## src/hw/rtl/pjrb_pkg.sv

```systemverilog
package pjrb_pkg;

    // Table size default
    localparam int CAPACITY_DEF = 64;

    // Field widths
    localparam int SEQ_W   = 16;
    localparam int LEN_W   = 11;
    localparam int REF_W   = 16;
    localparam int PLEN_W  = 16;
    localparam int DLEN_W  = 12;
    localparam int MAGIC_W = 16;
    localparam int BYTE_W  = 8;

    // Stream widths
    localparam int S_TDATA_W = 96;
    localparam int M_TDATA_W = 48;
    localparam int M_TUSER_W = 2;
    localparam int M_PAD_W   = M_TDATA_W - SEQ_W - LEN_W - REF_W;

    // Header size in bytes
    localparam logic [DLEN_W-1:0] HDR_BYTES = 12'd12;

    // Configuration port
    localparam int CFG_IDX_W  = 8;
    localparam int CFG_DATA_W = 16;
    localparam logic [CFG_IDX_W-1:0] CFG_MAGIC   = 8'd0;
    localparam logic [CFG_IDX_W-1:0] CFG_VERSION = 8'd1;
    localparam logic [CFG_IDX_W-1:0] CFG_PTYPE   = 8'd2;
    localparam logic [CFG_IDX_W-1:0] CFG_MAXLEN  = 8'd3;

    // Register reset values
    localparam logic [MAGIC_W-1:0] MAGIC_RST   = 16'h5353;
    localparam logic [BYTE_W-1:0]  VERSION_RST = 8'd1;
    localparam logic [BYTE_W-1:0]  PTYPE_RST   = 8'd0;
    localparam logic [LEN_W-1:0]   MAXLEN_RST  = 11'd1275;

    // Request kinds carried on tuser
    localparam logic REQ_PKT  = 1'b0;
    localparam logic REQ_TICK = 1'b1;

    // One table slot as held in the memory
    typedef struct packed {
        logic             vld;
        logic [SEQ_W-1:0] seq;
        logic [LEN_W-1:0] len;
        logic [REF_W-1:0] pref;
    } t_slot;

    // Header fields checked against the configuration
    typedef struct packed {
        logic [MAGIC_W-1:0] magic;
        logic [BYTE_W-1:0]  version;
        logic [BYTE_W-1:0]  ptype;
        logic [PLEN_W-1:0]  plen;
        logic [DLEN_W-1:0]  dlen;
    } t_hdr;

    typedef enum logic [2:0] {
        ST_CLEAR,
        ST_IDLE,
        ST_SWEEP,
        ST_WRITE,
        ST_OUT
    } t_state;

    // True when a lies behind b in wrap-safe order
    function automatic logic seq_behind(input logic [SEQ_W-1:0] a,
                                        input logic [SEQ_W-1:0] b);
        logic [SEQ_W-1:0] d;
        d = a - b;
        return d[SEQ_W-1];
    endfunction

endpackage

```

## src/hw/rtl/packet_jitter_reorder_buffer.sv

```systemverilog
// Channel   Direction  Handshake               Payload
// s stream  in         i_s_tvalid/o_s_tready   tuser kind, tdata packet header
// m stream  out        o_m_tvalid/i_m_tready   tuser flags, tdata playout result
// cfg       in         i_cfg_valid/o_cfg_ready register index and write data
//
// Packet: accepted in idle, then CAPACITY slot reads on the registered port and a
// write of the free slot, none for a duplicate. A rejected, late or table-full packet
// is taken in idle with no sweep. Tick: CAPACITY slot reads plus any wait for the
// output register; no sweep before the first packet. No new item is taken during a
// sweep. The rate is set by the slot memory's single read port, one slot per cycle.
// After reset a clearing pass writes every slot, taking no input; cfg always taken.
module packet_jitter_reorder_buffer #(
    parameter int CAPACITY = pjrb_pkg::CAPACITY_DEF
) (
    input  logic                             i_clk,
    input  logic                             i_rst_n,
    // Input stream
    input  logic                             i_s_tvalid,
    output logic                             o_s_tready,
    // tdata: hdr_magic[15:0], hdr_version[23:16], hdr_payload_type[31:24],
    // pkt_seq[47:32], pkt_payload_len[63:48], datagram_len[75:64],
    // pkt_payload_ref[91:76], zero [95:92]
    input  logic [pjrb_pkg::S_TDATA_W-1:0]   i_s_tdata,
    // tuser: req_type[0]
    input  logic                             i_s_tuser,
    // Output stream
    output logic                             o_m_tvalid,
    input  logic                             i_m_tready,
    // tdata: played_seq[15:0], out_payload_len[26:16], out_payload_ref[42:27],
    // zero [47:43]
    output logic [pjrb_pkg::M_TDATA_W-1:0]   o_m_tdata,
    // tuser: found[0], started[1]
    output logic [pjrb_pkg::M_TUSER_W-1:0]   o_m_tuser,
    // Configuration writes
    input  logic                             i_cfg_valid,
    output logic                             o_cfg_ready,
    input  logic [pjrb_pkg::CFG_IDX_W-1:0]   i_cfg_index,
    input  logic [pjrb_pkg::CFG_DATA_W-1:0]  i_cfg_data
);

    localparam int AW     = $clog2(CAPACITY);
    localparam int CW     = $clog2(CAPACITY + 1);
    localparam int SLOT_W = $bits(pjrb_pkg::t_slot);
    localparam logic [AW-1:0] LAST_IDX = AW'(CAPACITY - 1);
    localparam logic [CW-1:0] FULL_CNT = CW'(CAPACITY);

    pjrb_pkg::t_state r_state, n_state;

    // Sweep control
    logic [AW-1:0] r_idx;
    logic          r_issue;
    logic          r_chk_vld;
    logic          r_chk_last;
    logic [AW-1:0] r_chk_addr;

    // Item held during its sweep
    logic                       r_kind;
    logic [pjrb_pkg::SEQ_W-1:0] r_pkt_seq;
    logic [pjrb_pkg::LEN_W-1:0] r_pkt_len;
    logic [pjrb_pkg::REF_W-1:0] r_pkt_ref;
    logic                       r_dup;
    logic                       r_free_vld;
    logic [AW-1:0]              r_free_addr;
    logic                       r_found;
    logic [pjrb_pkg::LEN_W-1:0] r_hit_len;
    logic [pjrb_pkg::REF_W-1:0] r_hit_ref;

    // Buffer state
    logic [CW-1:0]              r_count;
    logic [pjrb_pkg::SEQ_W-1:0] r_next_seq;
    logic                       r_have;

    // Output register
    logic                           r_out_vld;
    logic [pjrb_pkg::M_TDATA_W-1:0] r_out_data;
    logic [pjrb_pkg::M_TUSER_W-1:0] r_out_user;

    // Memory ports
    logic              ram_wr_en;
    logic [AW-1:0]     ram_wr_addr;
    logic [SLOT_W-1:0] ram_wr_data;
    logic              ram_rd_en;
    logic [SLOT_W-1:0] ram_rd_data;

    pjrb_pkg::t_hdr  in_hdr;
    pjrb_pkg::t_slot rd_slot;
    pjrb_pkg::t_slot cleared_slot;
    pjrb_pkg::t_slot new_slot;
    logic [pjrb_pkg::SEQ_W-1:0] in_seq;
    logic [pjrb_pkg::REF_W-1:0] in_ref;

    logic s_ready;
    logic in_acc;
    logic in_tick;
    logic pkt_ok;
    logic pkt_behind;
    logic pkt_store;
    logic tbl_full;
    logic tick_hit;
    logic tick_clr;
    logic pkt_dup;
    logic pkt_free;
    logic sweep_dup;
    logic sweep_free;
    logic sweep_done;
    logic out_load;

    // Unpack the input transaction
    assign in_hdr.magic   = i_s_tdata[15:0];
    assign in_hdr.version = i_s_tdata[23:16];
    assign in_hdr.ptype   = i_s_tdata[31:24];
    assign in_seq         = i_s_tdata[47:32];
    assign in_hdr.plen    = i_s_tdata[63:48];
    assign in_hdr.dlen    = i_s_tdata[75:64];
    assign in_ref         = i_s_tdata[91:76];

    pjrb_cfg u_cfg (
        .i_clk      (i_clk),
        .i_rst_n    (i_rst_n),
        .i_wr_en    (i_cfg_valid),
        .i_wr_index (i_cfg_index),
        .i_wr_data  (i_cfg_data),
        .i_hdr      (in_hdr),
        .o_pkt_ok   (pkt_ok)
    );

    pjrb_ram #(
        .W     (SLOT_W),
        .DEPTH (CAPACITY)
    ) u_slots (
        .i_clk     (i_clk),
        .i_wr_en   (ram_wr_en),
        .i_wr_addr (ram_wr_addr),
        .i_wr_data (ram_wr_data),
        .i_rd_en   (ram_rd_en),
        .i_rd_addr (r_idx),
        .o_rd_data (ram_rd_data)
    );

    // Decide on the accepted transaction
    assign in_acc     = i_s_tvalid && s_ready;
    assign in_tick    = (i_s_tuser == pjrb_pkg::REQ_TICK);
    assign tbl_full   = (r_count == FULL_CNT);
    assign pkt_behind = r_have && pjrb_pkg::seq_behind(in_seq, r_next_seq);
    assign pkt_store  = pkt_ok && !pkt_behind && !tbl_full;

    // Examine the slot returned by the memory
    always_comb begin
        rd_slot    = pjrb_pkg::t_slot'(ram_rd_data);
        tick_hit   = rd_slot.vld && (rd_slot.seq == r_next_seq);
        tick_clr   = tick_hit
                  || (rd_slot.vld && pjrb_pkg::seq_behind(rd_slot.seq, r_next_seq));
        pkt_dup    = rd_slot.vld && (rd_slot.seq == r_pkt_seq);
        pkt_free   = !rd_slot.vld;
        sweep_dup  = r_dup || (r_chk_vld && pkt_dup);
        sweep_free = r_free_vld || (r_chk_vld && pkt_free);
        sweep_done = r_chk_vld && r_chk_last;

        cleared_slot     = rd_slot;
        cleared_slot.vld = 1'b0;

        new_slot.vld  = 1'b1;
        new_slot.seq  = r_pkt_seq;
        new_slot.len  = r_pkt_len;
        new_slot.pref = r_pkt_ref;
    end

    // Next state
    always_comb begin
        n_state = r_state;
        unique case (r_state)
            pjrb_pkg::ST_CLEAR: begin
                if (r_idx == LAST_IDX) begin
                    n_state = pjrb_pkg::ST_IDLE;
                end
            end
            pjrb_pkg::ST_IDLE: begin
                if (in_acc) begin
                    if (in_tick) begin
                        n_state = r_have ? pjrb_pkg::ST_SWEEP : pjrb_pkg::ST_OUT;
                    end else if (pkt_store) begin
                        n_state = pjrb_pkg::ST_SWEEP;
                    end
                end
            end
            pjrb_pkg::ST_SWEEP: begin
                if (sweep_done) begin
                    if (r_kind == pjrb_pkg::REQ_TICK) begin
                        n_state = pjrb_pkg::ST_OUT;
                    end else if (sweep_free && !sweep_dup) begin
                        n_state = pjrb_pkg::ST_WRITE;
                    end else begin
                        n_state = pjrb_pkg::ST_IDLE;
                    end
                end
            end
            pjrb_pkg::ST_WRITE: begin
                n_state = pjrb_pkg::ST_IDLE;
            end
            pjrb_pkg::ST_OUT: begin
                if (out_load) begin
                    n_state = pjrb_pkg::ST_IDLE;
                end
            end
            default: n_state = pjrb_pkg::ST_IDLE;
        endcase
    end

    // State outputs: memory control, ready and output load
    always_comb begin
        s_ready     = 1'b0;
        ram_rd_en   = 1'b0;
        ram_wr_en   = 1'b0;
        ram_wr_addr = r_idx;
        ram_wr_data = '0;
        out_load    = 1'b0;
        unique case (r_state)
            pjrb_pkg::ST_CLEAR: begin
                ram_wr_en = 1'b1;
            end
            pjrb_pkg::ST_IDLE: begin
                s_ready = 1'b1;
            end
            pjrb_pkg::ST_SWEEP: begin
                ram_rd_en   = r_issue;
                ram_wr_en   = r_chk_vld && (r_kind == pjrb_pkg::REQ_TICK) && tick_clr;
                ram_wr_addr = r_chk_addr;
                ram_wr_data = SLOT_W'(cleared_slot);
            end
            pjrb_pkg::ST_WRITE: begin
                ram_wr_en   = 1'b1;
                ram_wr_addr = r_free_addr;
                ram_wr_data = SLOT_W'(new_slot);
            end
            pjrb_pkg::ST_OUT: begin
                out_load = !r_out_vld || i_m_tready;
            end
            default: ;
        endcase
    end

    // Control registers
    always_ff @(posedge i_clk) begin
        if (!i_rst_n) begin
            r_state    <= pjrb_pkg::ST_CLEAR;
            r_idx      <= '0;
            r_issue    <= 1'b0;
            r_chk_vld  <= 1'b0;
            r_chk_last <= 1'b0;
            r_kind     <= pjrb_pkg::REQ_PKT;
            r_dup      <= 1'b0;
            r_free_vld <= 1'b0;
            r_found    <= 1'b0;
            r_count    <= '0;
            r_next_seq <= '0;
            r_have     <= 1'b0;
            r_out_vld  <= 1'b0;
        end else begin
            r_state    <= n_state;
            r_chk_vld  <= ram_rd_en;
            r_chk_last <= (r_idx == LAST_IDX);

            // Walk the clearing pass, leave the index at zero for the first sweep
            if (r_state == pjrb_pkg::ST_CLEAR) begin
                r_idx <= (r_idx == LAST_IDX) ? '0 : r_idx + 1'b1;
            end

            // Issue one slot read a cycle
            if (ram_rd_en) begin
                if (r_idx == LAST_IDX) begin
                    r_issue <= 1'b0;
                    r_idx   <= '0;
                end else begin
                    r_idx <= r_idx + 1'b1;
                end
            end

            // Take the transaction and start its sweep
            if (in_acc) begin
                r_kind <= i_s_tuser;
                if (in_tick) begin
                    r_found <= 1'b0;
                    r_issue <= r_have;
                end else begin
                    if (pkt_ok && !r_have) begin
                        r_have     <= 1'b1;
                        r_next_seq <= in_seq;
                    end
                    r_dup      <= 1'b0;
                    r_free_vld <= 1'b0;
                    r_issue    <= pkt_store;
                end
            end

            // Fold in each returned slot
            if (r_chk_vld) begin
                if (r_kind == pjrb_pkg::REQ_TICK) begin
                    if (tick_hit) begin
                        r_found <= 1'b1;
                    end
                    if (tick_clr) begin
                        r_count <= r_count - 1'b1;
                    end
                end else begin
                    if (pkt_dup) begin
                        r_dup <= 1'b1;
                    end
                    if (pkt_free) begin
                        r_free_vld <= 1'b1;
                    end
                end
            end

            // Count the stored packet
            if (r_state == pjrb_pkg::ST_WRITE) begin
                r_count <= r_count + 1'b1;
            end

            // Load the next result and advance, else drop the result once taken
            if (out_load) begin
                r_out_vld <= 1'b1;
                if (r_have) begin
                    r_next_seq <= r_next_seq + 1'b1;
                end
            end else if (r_out_vld && i_m_tready) begin
                r_out_vld <= 1'b0;
            end
        end
    end

    // Payload registers
    always_ff @(posedge i_clk) begin
        r_chk_addr <= r_idx;
        if (in_acc) begin
            r_pkt_seq <= in_seq;
            r_pkt_len <= in_hdr.plen[pjrb_pkg::LEN_W-1:0];
            r_pkt_ref <= in_ref;
            if (in_tick) begin
                r_hit_len <= '0;
                r_hit_ref <= '0;
            end
        end
        if (r_chk_vld) begin
            if ((r_kind == pjrb_pkg::REQ_TICK) && tick_hit) begin
                r_hit_len <= rd_slot.len;
                r_hit_ref <= rd_slot.pref;
            end
            if ((r_kind == pjrb_pkg::REQ_PKT) && pkt_free && !r_free_vld) begin
                r_free_addr <= r_chk_addr;
            end
        end
        if (out_load) begin
            r_out_data <= {{pjrb_pkg::M_PAD_W{1'b0}}, r_hit_ref, r_hit_len, r_next_seq};
            r_out_user <= {r_have, r_found};
        end
    end

    assign o_s_tready  = s_ready;
    assign o_cfg_ready = 1'b1;
    assign o_m_tvalid  = r_out_vld;
    assign o_m_tdata   = r_out_data;
    assign o_m_tuser   = r_out_user;

endmodule

```

## src/hw/rtl/pjrb_ram.sv

```systemverilog
module pjrb_ram #(
    parameter int W     = 8,
    parameter int DEPTH = 64
) (
    input  logic                     i_clk,
    input  logic                     i_wr_en,
    input  logic [$clog2(DEPTH)-1:0] i_wr_addr,
    input  logic [W-1:0]             i_wr_data,
    input  logic                     i_rd_en,
    input  logic [$clog2(DEPTH)-1:0] i_rd_addr,
    output logic [W-1:0]             o_rd_data
);

    logic [W-1:0] r_mem [DEPTH];
    logic [W-1:0] r_rd_data;

    // Write port
    always_ff @(posedge i_clk) begin
        if (i_wr_en) begin
            r_mem[i_wr_addr] <= i_wr_data;
        end
    end

    // Registered read port
    always_ff @(posedge i_clk) begin
        if (i_rd_en) begin
            r_rd_data <= r_mem[i_rd_addr];
        end
    end

    assign o_rd_data = r_rd_data;

endmodule

```

## src/hw/rtl/pjrb_cfg.sv

```systemverilog
module pjrb_cfg (
    input  logic                             i_clk,
    input  logic                             i_rst_n,
    input  logic                             i_wr_en,
    input  logic [pjrb_pkg::CFG_IDX_W-1:0]   i_wr_index,
    input  logic [pjrb_pkg::CFG_DATA_W-1:0]  i_wr_data,
    input  pjrb_pkg::t_hdr                   i_hdr,
    output logic                             o_pkt_ok
);

    localparam int SUM_W = pjrb_pkg::PLEN_W + 1;

    logic [pjrb_pkg::MAGIC_W-1:0] r_magic;
    logic [pjrb_pkg::BYTE_W-1:0]  r_version;
    logic [pjrb_pkg::BYTE_W-1:0]  r_ptype;
    logic [pjrb_pkg::LEN_W-1:0]   r_maxlen;

    logic [SUM_W-1:0] need_len;
    logic [SUM_W-1:0] dlen_ext;
    logic [SUM_W-1:0] maxlen_ext;
    logic [SUM_W-1:0] plen_ext;

    // Register writes; unknown indexes are ignored
    always_ff @(posedge i_clk) begin
        if (!i_rst_n) begin
            r_magic   <= pjrb_pkg::MAGIC_RST;
            r_version <= pjrb_pkg::VERSION_RST;
            r_ptype   <= pjrb_pkg::PTYPE_RST;
            r_maxlen  <= pjrb_pkg::MAXLEN_RST;
        end else if (i_wr_en) begin
            unique case (i_wr_index)
                pjrb_pkg::CFG_MAGIC:   r_magic   <= i_wr_data[pjrb_pkg::MAGIC_W-1:0];
                pjrb_pkg::CFG_VERSION: r_version <= i_wr_data[pjrb_pkg::BYTE_W-1:0];
                pjrb_pkg::CFG_PTYPE:   r_ptype   <= i_wr_data[pjrb_pkg::BYTE_W-1:0];
                pjrb_pkg::CFG_MAXLEN:  r_maxlen  <= i_wr_data[pjrb_pkg::LEN_W-1:0];
                default: ;
            endcase
        end
    end

    // Header and length checks
    assign plen_ext   = SUM_W'(i_hdr.plen);
    assign need_len   = plen_ext + SUM_W'(pjrb_pkg::HDR_BYTES);
    assign dlen_ext   = SUM_W'(i_hdr.dlen);
    assign maxlen_ext = SUM_W'(r_maxlen);

    assign o_pkt_ok = (i_hdr.dlen >= pjrb_pkg::HDR_BYTES)
                   && (i_hdr.magic == r_magic)
                   && (i_hdr.version == r_version)
                   && (i_hdr.ptype == r_ptype)
                   && (plen_ext <= maxlen_ext)
                   && (need_len <= dlen_ext);

endmodule

```

## config.mk

```make
export PLATFORM = sky130hd
export DESIGN_NAME = packet_jitter_reorder_buffer
export DESIGN_NICKNAME = d
export VERILOG_FILES = /design/src/hw/rtl/pjrb_pkg.sv /design/src/hw/rtl/packet_jitter_reorder_buffer.sv /design/src/hw/rtl/pjrb_ram.sv /design/src/hw/rtl/pjrb_cfg.sv
export SDC_FILE = /design/constraint.sdc
export NUM_CORES = 2
export LEC_CHECK = 0
export ABC_AREA = 1
export BUFFER_PORTS_ARGS = -buffer_cell sky130_fd_sc_hd__buf_2
export CAP_MARGIN = 20
export CORE_ASPECT_RATIO = 1.75
export CORE_MARGIN = 4
export CORE_UTILIZATION = 55
export CTS_BUF_LIST = sky130_fd_sc_hd__clkbuf_4 sky130_fd_sc_hd__clkbuf_8
export DETAILED_ROUTE_END_ITERATION = 10
export HOLD_SLACK_MARGIN = 0.1
export PLACE_DENSITY = 0.71
export SKIP_LAST_GASP = 1
export SLEW_MARGIN = 20
export SYNTH_ARGS = -nofsm -noshare
export SYNTH_HDL_FRONTEND = slang
export SYNTH_HIERARCHICAL = 1
export SYNTH_SLANG_ARGS = --single-unit
```

## constraint.sdc

```tcl
create_clock -name i_clk -period 7.7 [get_ports i_clk]
set_clock_uncertainty 0.2 [all_clocks]
set_input_delay 0 -clock i_clk [delete_from_list [all_inputs] [get_ports i_clk]]
set_output_delay 0 -clock i_clk [all_outputs]
set_load 0.05 [all_outputs]
```

## Word-level counts from Yosys, hierarchy flattened

Memories as Yosys holds them, arrays and structs flattened. A register that Yosys moved wholly into a read port is not among the register bits.
Cells that the tools add are included.
Widths: inputs -> output; s select.

| cells by class | value |
|---|---|
| reduce and logical (&&, ||, !) cells | 53 |
| bitwise operators | 2 |
| magnitude comparators | 3 |
| mux-type cells | 59 |
| add/subtract/negate cells | 7 |
| eq/ne operators | 19 |

Operator list:

| cell | number |
|---|---|
| $mux 16 | 9 |
| $pmux 44 s2 | 1 |
| $eq 16x16->1 | 3 |
| $mux 11 | 4 |
| $sub 16x16->16 | 2 |
| $mux 7 | 4 |
| $mux 1 | 26 |
| $mux 3 | 8 |
| $logic_and 1x1->1 | 23 |
| $mux 6 | 3 |
| $add 16x4->17 const B | 1 |
| $le 17x12->1 | 1 |
| $add 16x1->16 const B | 1 |
| $eq 8x2->1 const B | 2 |
| $eq 8x8->1 | 2 |
| $le 16x11->1 | 1 |
| $reduce_bool 2->1 | 7 |
| $ge 12x4->1 const B | 1 |
| $pmux 3 s4 | 1 |
| $pmux 6 s2 | 1 |
| $reduce_and 2->1 | 6 |
| $eq 8x1->1 const B | 1 |
| $logic_not 8->1 | 1 |
| $ne 2x2->1 const B | 4 |
| 18 further kinds | 30 |

| storage, ports and cells | value |
|---|---|
| bits in registers | 211 |
| logic and storage cells | 170 |
| bits in writable memories | 2816 |
| output and inout port bits | 53 |
| memories kept | 1 |

Memory list:

| name | words | bits a word | rd ports | clocked after Yosys merged registers in | write ports | RTL line | source |
|---|---|---|---|---|---|---|---|
| u_slots.r_mem | 64 | 44 | 1 | 1 | 1 | pjrb_ram.sv:14 | `logic [W-1:0] r_mem [DEPTH];` |

## Depth between registers and ports, before layout

| logic depth | value |
|---|---|
| word-level depth | 12 |
| gate-level depth with buffers | 23 |
| depth with buffers taken out | 23 |

## Hierarchy

Netlist, hierarchy kept.

Modules (own cells, without submodules):

| module | cells an instance | area an instance (µm²) | instances |
|---|---|---|---|
| pjrb_ram | 9283 | 114891.4 | 1 |
| packet_jitter_reorder_buffer | 821 | 7770.0 | 1 |
| pjrb_cfg | 517 | 3205.6 | 1 |

## Least setup slack after synthesis

OpenSTA, ideal clock, no wires.

| timing | value |
|---|---|
| path type | reg-to-reg |
| start point | register r_state[1] |
| end point | memory u_slots/r_mem[52][0] (netlist bit), enable pin |
| data arrival time | 6967 ps |
| clock period less this slack | 7723 ps |
| slack | -23 ps |
| buffers on the path | 2 |
| stages on the path, launching flop included | 11 |
| cells stage by stage | dfxtp_1 -> inv_1 -> nor2_4 -> inv_1 -> nor2_2 -> clkbuf_1 -> nand2_1 -> nand2_1 -> clkbuf_1 -> inv_1 -> nor4_1 |

| between the ends | value |
|---|---|
| elaborated cells between the ends (all ways) | 8 |

RTL lines:

| item | RTL line | source |
|---|---|---|
| start: declaration | packet_jitter_reorder_buffer.sv:47 | `pjrb_pkg::t_state r_state, n_state;` |
| start signal: assignment | packet_jitter_reorder_buffer.sv:245 | `r_state <= pjrb_pkg::ST_CLEAR;` |
| start signal: assignment | packet_jitter_reorder_buffer.sv:259 | `r_state <= n_state;` |
| $eq 3x2->1 | packet_jitter_reorder_buffer.sv:217 | `unique case (r_state)` |
| $pmux 6 s2 * | packet_jitter_reorder_buffer.sv:217 |  |
| named net ram_wr_addr[2] | packet_jitter_reorder_buffer.sv:80 | `logic [AW-1:0] ram_wr_addr;` |
| end: declaration | pjrb_ram.sv:14 |  |

Mark *: on every way through the listed nets, which the timed path passes. The rest lies on a longest branch.

## Worst setup path after layout

| timing | value |
|---|---|
| start point | register u_cfg/r_ptype[6] (netlist bit) |
| end point | register r_next_seq[10] (netlist bit) |

| between the ends | value |
|---|---|
| cells in the longest elaborated chain, start to end | 10 |

Ends and longest elaborated chain:

| item | RTL line | source |
|---|---|---|
| start: declaration | pjrb_cfg.sv:15 | `logic [pjrb_pkg::BYTE_W-1:0] r_ptype;` |
| start signal: assignment | pjrb_cfg.sv:28 | `r_ptype <= pjrb_pkg::PTYPE_RST;` |
| start signal: assignment | pjrb_cfg.sv:34 | `pjrb_pkg::CFG_PTYPE: r_ptype <= i_wr_data[pjrb_pkg::BYTE_W-1:0];` |
| $eq 8x8->1 * | pjrb_cfg.sv:50 | `&& (i_hdr.ptype == r_ptype)` |
| $logic_and 1x1->1 * | pjrb_cfg.sv:50 |  |
| $logic_and 1x1->1 * | pjrb_cfg.sv:51 | `&& (plen_ext <= maxlen_ext)` |
| $logic_and 1x1->1 * | pjrb_cfg.sv:52 | `&& (need_len <= dlen_ext);` |
| named net pkt_ok | packet_jitter_reorder_buffer.sv:95 | `logic pkt_ok;` |
| $logic_and 1x1->1 * | packet_jitter_reorder_buffer.sv:285 | `if (pkt_ok && !r_have) begin` |
| $mux 16 * | packet_jitter_reorder_buffer.sv:285 |  |
| $mux 16 * | packet_jitter_reorder_buffer.sv:281 | `if (in_tick) begin` |
| $mux 16 * | packet_jitter_reorder_buffer.sv:279 | `if (in_acc) begin` |
| $mux 16 | packet_jitter_reorder_buffer.sv:322 | `if (r_have) begin` |
| $mux 16 * | packet_jitter_reorder_buffer.sv:320 | `if (out_load) begin` |
| end signal: assignment | packet_jitter_reorder_buffer.sv:287 | `r_next_seq <= in_seq;` |
| end signal: assignment | packet_jitter_reorder_buffer.sv:323 | `r_next_seq <= r_next_seq + 1'b1;` |
| end: declaration | packet_jitter_reorder_buffer.sv:70 | `logic [pjrb_pkg::SEQ_W-1:0] r_next_seq;` |

Marked as above.
A chain may end at the register's enable or synchronous reset.

==> run_results.csv <==
group,metric,value,unit
sta,rsz0062_at_grt,"no",
worst_setup_path,cpMaxStageDelayCell,"dlygate4sd3_1",
logic_synthesis,ys_types,57,
power_and_ir_drop,p_leak,50.6,nW
worst_setup_path,end_kind,"flop",
logic_synthesis,syn_avg_cell_area,11.9,um^2
drt,firstDrtPassIters,8,
cts,cts_resized,0,
sta,fin_crit,6.12,ns
logic_synthesis,synth_enable_flop_cells,2954,
power_and_ir_drop,powerDensity,328,nW/um^2
sta,setup_viol,0,
global_route,busiest_layer,"met2",
sta,tns,0,ns
floorplanning,die_h,641,um
cts,cts_buffers,403,
sta,maxSlewHeadroom,18.4,%
power_and_ir_drop,seq_power_share,45.1,%
cts,tritoncts,"yes",
job,max_cap_violations,0,
worst_setup_path,cp_max_fo,14,
worst_setup_path,cp.buffers_inverters,6,
worst_setup_path,cp.required,8.33,ns
power_and_ir_drop,p_clk_share,26.5,%
logic_synthesis,ys_async_sr_fraction,0,%
cts,path_clk_slew,0.07,ns
cts,h-tree-depth,5,
power_and_ir_drop,p_int,0.0299,W
global_route,grtUsageMet2,49.2,%
global_route,grt_antenna_before_repair,20,
finish,layout_commonest_cell,"nand2_1",
run_status,status,"complete, no violations",
logic_synthesis,synth_top_family_by_area,"simple AND/OR/NAND/NOR gates",
cts,clock_sink_count,3071,
global_route,track_usage,28.1,%
worst_setup_path,cp_top_family,"buffers and inverters",
finish,n_fill_cell,17000,
cts,clk_path_buf_depth,4,
drt,routed-via-count,85700,
drt,vias_per_cell,5.98,
worst_setup_path,worstSetupStartpointType,"flop",
logic_synthesis,synthAdderAreaFrac,0.612,%
drt,wl,340000,um
finish,fin_nets,11100,
cts,clkLatencyLatePin,1.00,ns
placed_design,gp_congestion,0.885,
sta,fmax,163,MHz
worst_setup_path,path_common_cell,"dlygate4sd3_1",
drt,first_iter_violations,10600,
logic_synthesis,synth_warnings,6,
logic_synthesis,yosysSeqAreaShare,72.3,%
sta,max_slew.worst_pin.slew,1.22,ns
finish,syn_to_final_growth,10.6,%
logic_synthesis,synth_cells,10600,
floorplanning,start_util,55.2,%
drt,postRouteAntennaNets,0,
logic_synthesis,synthFlopType,"edfxtp_1",
drt,drc,0,
worst_setup_path,max_stage_delay,0.75,ns
global_route,grt_pass1_wl,505000,um
global_route,use_met1,33.7,%
logic_synthesis,ys_seq_elements,3071,
power_and_ir_drop,ir_drop,0.000406,V
cts,cts_root_buf,"clkbuf_8",
worst_setup_path,cp.arrival,6.76,ns
placed_design,port_buffers,168,
floorplanning,pin_count,179,
drt,wire_per_inst,23.8,um
placed_design,numPlacedInstances,13400,
logic_synthesis,synthMuxAreaShare,0,%
min_path,hp-class,"in2reg",
global_route,grt_pass1_vias,84500,
worst_setup_path,cp_cell_sequence,"nand2_1 > nand2_1 > nand2_1 > dlygate4sd3_1 > nor2_1 > dlygate4sd3_1 > nand4_1 > dlygate4sd3_1 > nor2_1 > dlygate4sd3_1 > nand3_1 > dlygate4sd3_1 > nor2_1 > dlygate4sd3_1 > nand3_4 > nand2_4 > nor2_1 > a221oi_1 > nor2_1",
power_and_ir_drop,switching_share,34.7,%
finish,layoutNonFillerInstCount,14300,
logic_synthesis,synthSimpleGateAreaFrac,21.7,%
floorplanning,die_area,237000,um^2
floorplanning,core-area,228000,um^2
floorplanning,rows,232,
worst_setup_path,critPathKind,"reg2reg",
logic_synthesis,syn-cell-area,126000,um^2
global_route,gr-total-overflow,0,
global_route,grt_util_met3,4.43,%
power_and_ir_drop,power,0.0457,W
logic_synthesis,synth_xor_area_share,0.244,%
global_route,grt_max_degree,299,
finish,final_cell_mix,"nand2_1 (3,392), edfxtp_1 (2,954), nand3_1 (2,677)",
power_and_ir_drop,combPwrFrac,28.4,%
sta,hold_viol,0,
finish,drive_above_1_share,10.2,%
placed_design,dp_hpwl,183000,um
sta,timing.final.crit_share,79.5,%
logic_synthesis,synth_compound_area_share,1.16,%
floorplanning,die_x,370,um
power_and_ir_drop,switching_power,0.0158,W
sta,report.final.slew_viol_count,0,
==> path summary, 6_finish.rpt <==
check                    from        endpoint  slack, ns  depth (start not counted)
max          u_cfg/r_ptype[6]  r_next_seq[10]       1.58                         19
min             i_s_tdata[88]   r_pkt_ref[12]       0.18                          3
max reg2reg  u_cfg/r_ptype[6]  r_next_seq[10]       1.58                         19
min reg2reg      r_hit_len[9]   o_m_tdata[25]       0.21                          0
==> flip-flops by register name, summed over array words and instances (netlist names), 2 cells and up <==
register,count
u_cfg/r_magic,16
o_m_tdata,43
r_pkt_ref,16
u_cfg/r_maxlen,11
r_count,7
o_m_tuser,2
u_slots/o_rd_data,44
u_slots/r_mem,2816
r_next_seq,16
u_cfg/r_ptype,8
r_hit_ref,16
r_hit_len,11
r_idx,6
r_pkt_seq,16
r_state,3
u_cfg/r_version,8
r_free_addr,6
r_chk_addr,6
r_pkt_len,11
==> cell families (layout without fill, tap and decap cells) <==
family                   after synthesis  in the layout
buffers and inverters                897           1538
XOR/XNOR                              35             35
other                                  2             17
AND/OR/NAND/NOR                     6299           6299
AO/OA/AOI/OAI                        256            256
flip-flops                          3071           3071
adder cells (fa/ha/maj)               61             61
==> metrics by stage <==
stage                     worst slack (ns)  area, um^2  utilization, %  hold WS, ns
after floorplan                    -0.0230      126000               -       -0.101
after global placement                2.83      129000            56.7      -0.0194
after detailed placement              2.83      129000            56.7      -0.0219
after CTS                             1.62      139000            61.1        0.101
after global routing                  1.54      139000            61.1        0.153
final                                 1.58      139000            61.1        0.179
==> what timing repair did <==
action	in CTS	in global routing
hold buffers	196	0
buffers inserted	0	0
hold endpoints to repair	242	0
==> cell usage after synthesis (18+ instances only) <==
cell | number | area (um^2)
o211ai_1 | 18 | 135
buf_6 | 115 | 1290
o22ai_1 | 19 | 119
edfxtp_1 | 2954 | 88700
buf_1 | 27 | 101
nand3_1 | 2677 | 13400
buf_2 | 328 | 1640
xor2_1 | 21 | 184
o21ai_0 | 106 | 531
dfxtp_1 | 117 | 2340
ha_1 | 60 | 751
buf_4 | 77 | 578
inv_1 | 230 | 863
nand2_1 | 3393 | 12700
a21oi_1 | 75 | 375
clkbuf_1 | 98 | 368
nor2_1 | 166 | 623
==> power groups by stage <==
stage	Combinational, W	Sequential, W	Clock [W]
after floorplan	0.00914	0.0212	0
after global placement	0.0122	0.0209	0
after detailed placement	0.0127	0.0210	0
after CTS	0.0128	0.0206	0.0123
after global routing	0.0142	0.0207	0.0130
final	0.0130	0.0206	0.0121
==> cell type report <==
type	count	area, um^2	share of cell area [%]
flip-flops and latches	3071	91100	65.4
multi-input cells	6657	30800	22.1
clock buffers	527	6550	4.70
repair buffers	566	4590	3.30
well taps	3042	3810	2.73
clock inverters	201	1450	1.04
inverters	244	971	0.697
diodes	11	27.5	0.0198
==> worst min-delay path, cell delays in order <==
cell and delay [ns]:
dlygate4sd3_1 0.52, buf_2 0.11, dlygate4sd3_1 0.57
==> per-layer routing <==
| layer | vias up | wire, um |
|---|---|---|
| met5 | - | 52 |
| met4 | 8 | 17500 |
| met1 | 41700 | 118000 |
| met2 | 4850 | 174000 |
| li1 | 38100 | - |
| met3 | 1006 | 31200 |
(Power assumes the default switching activity.)
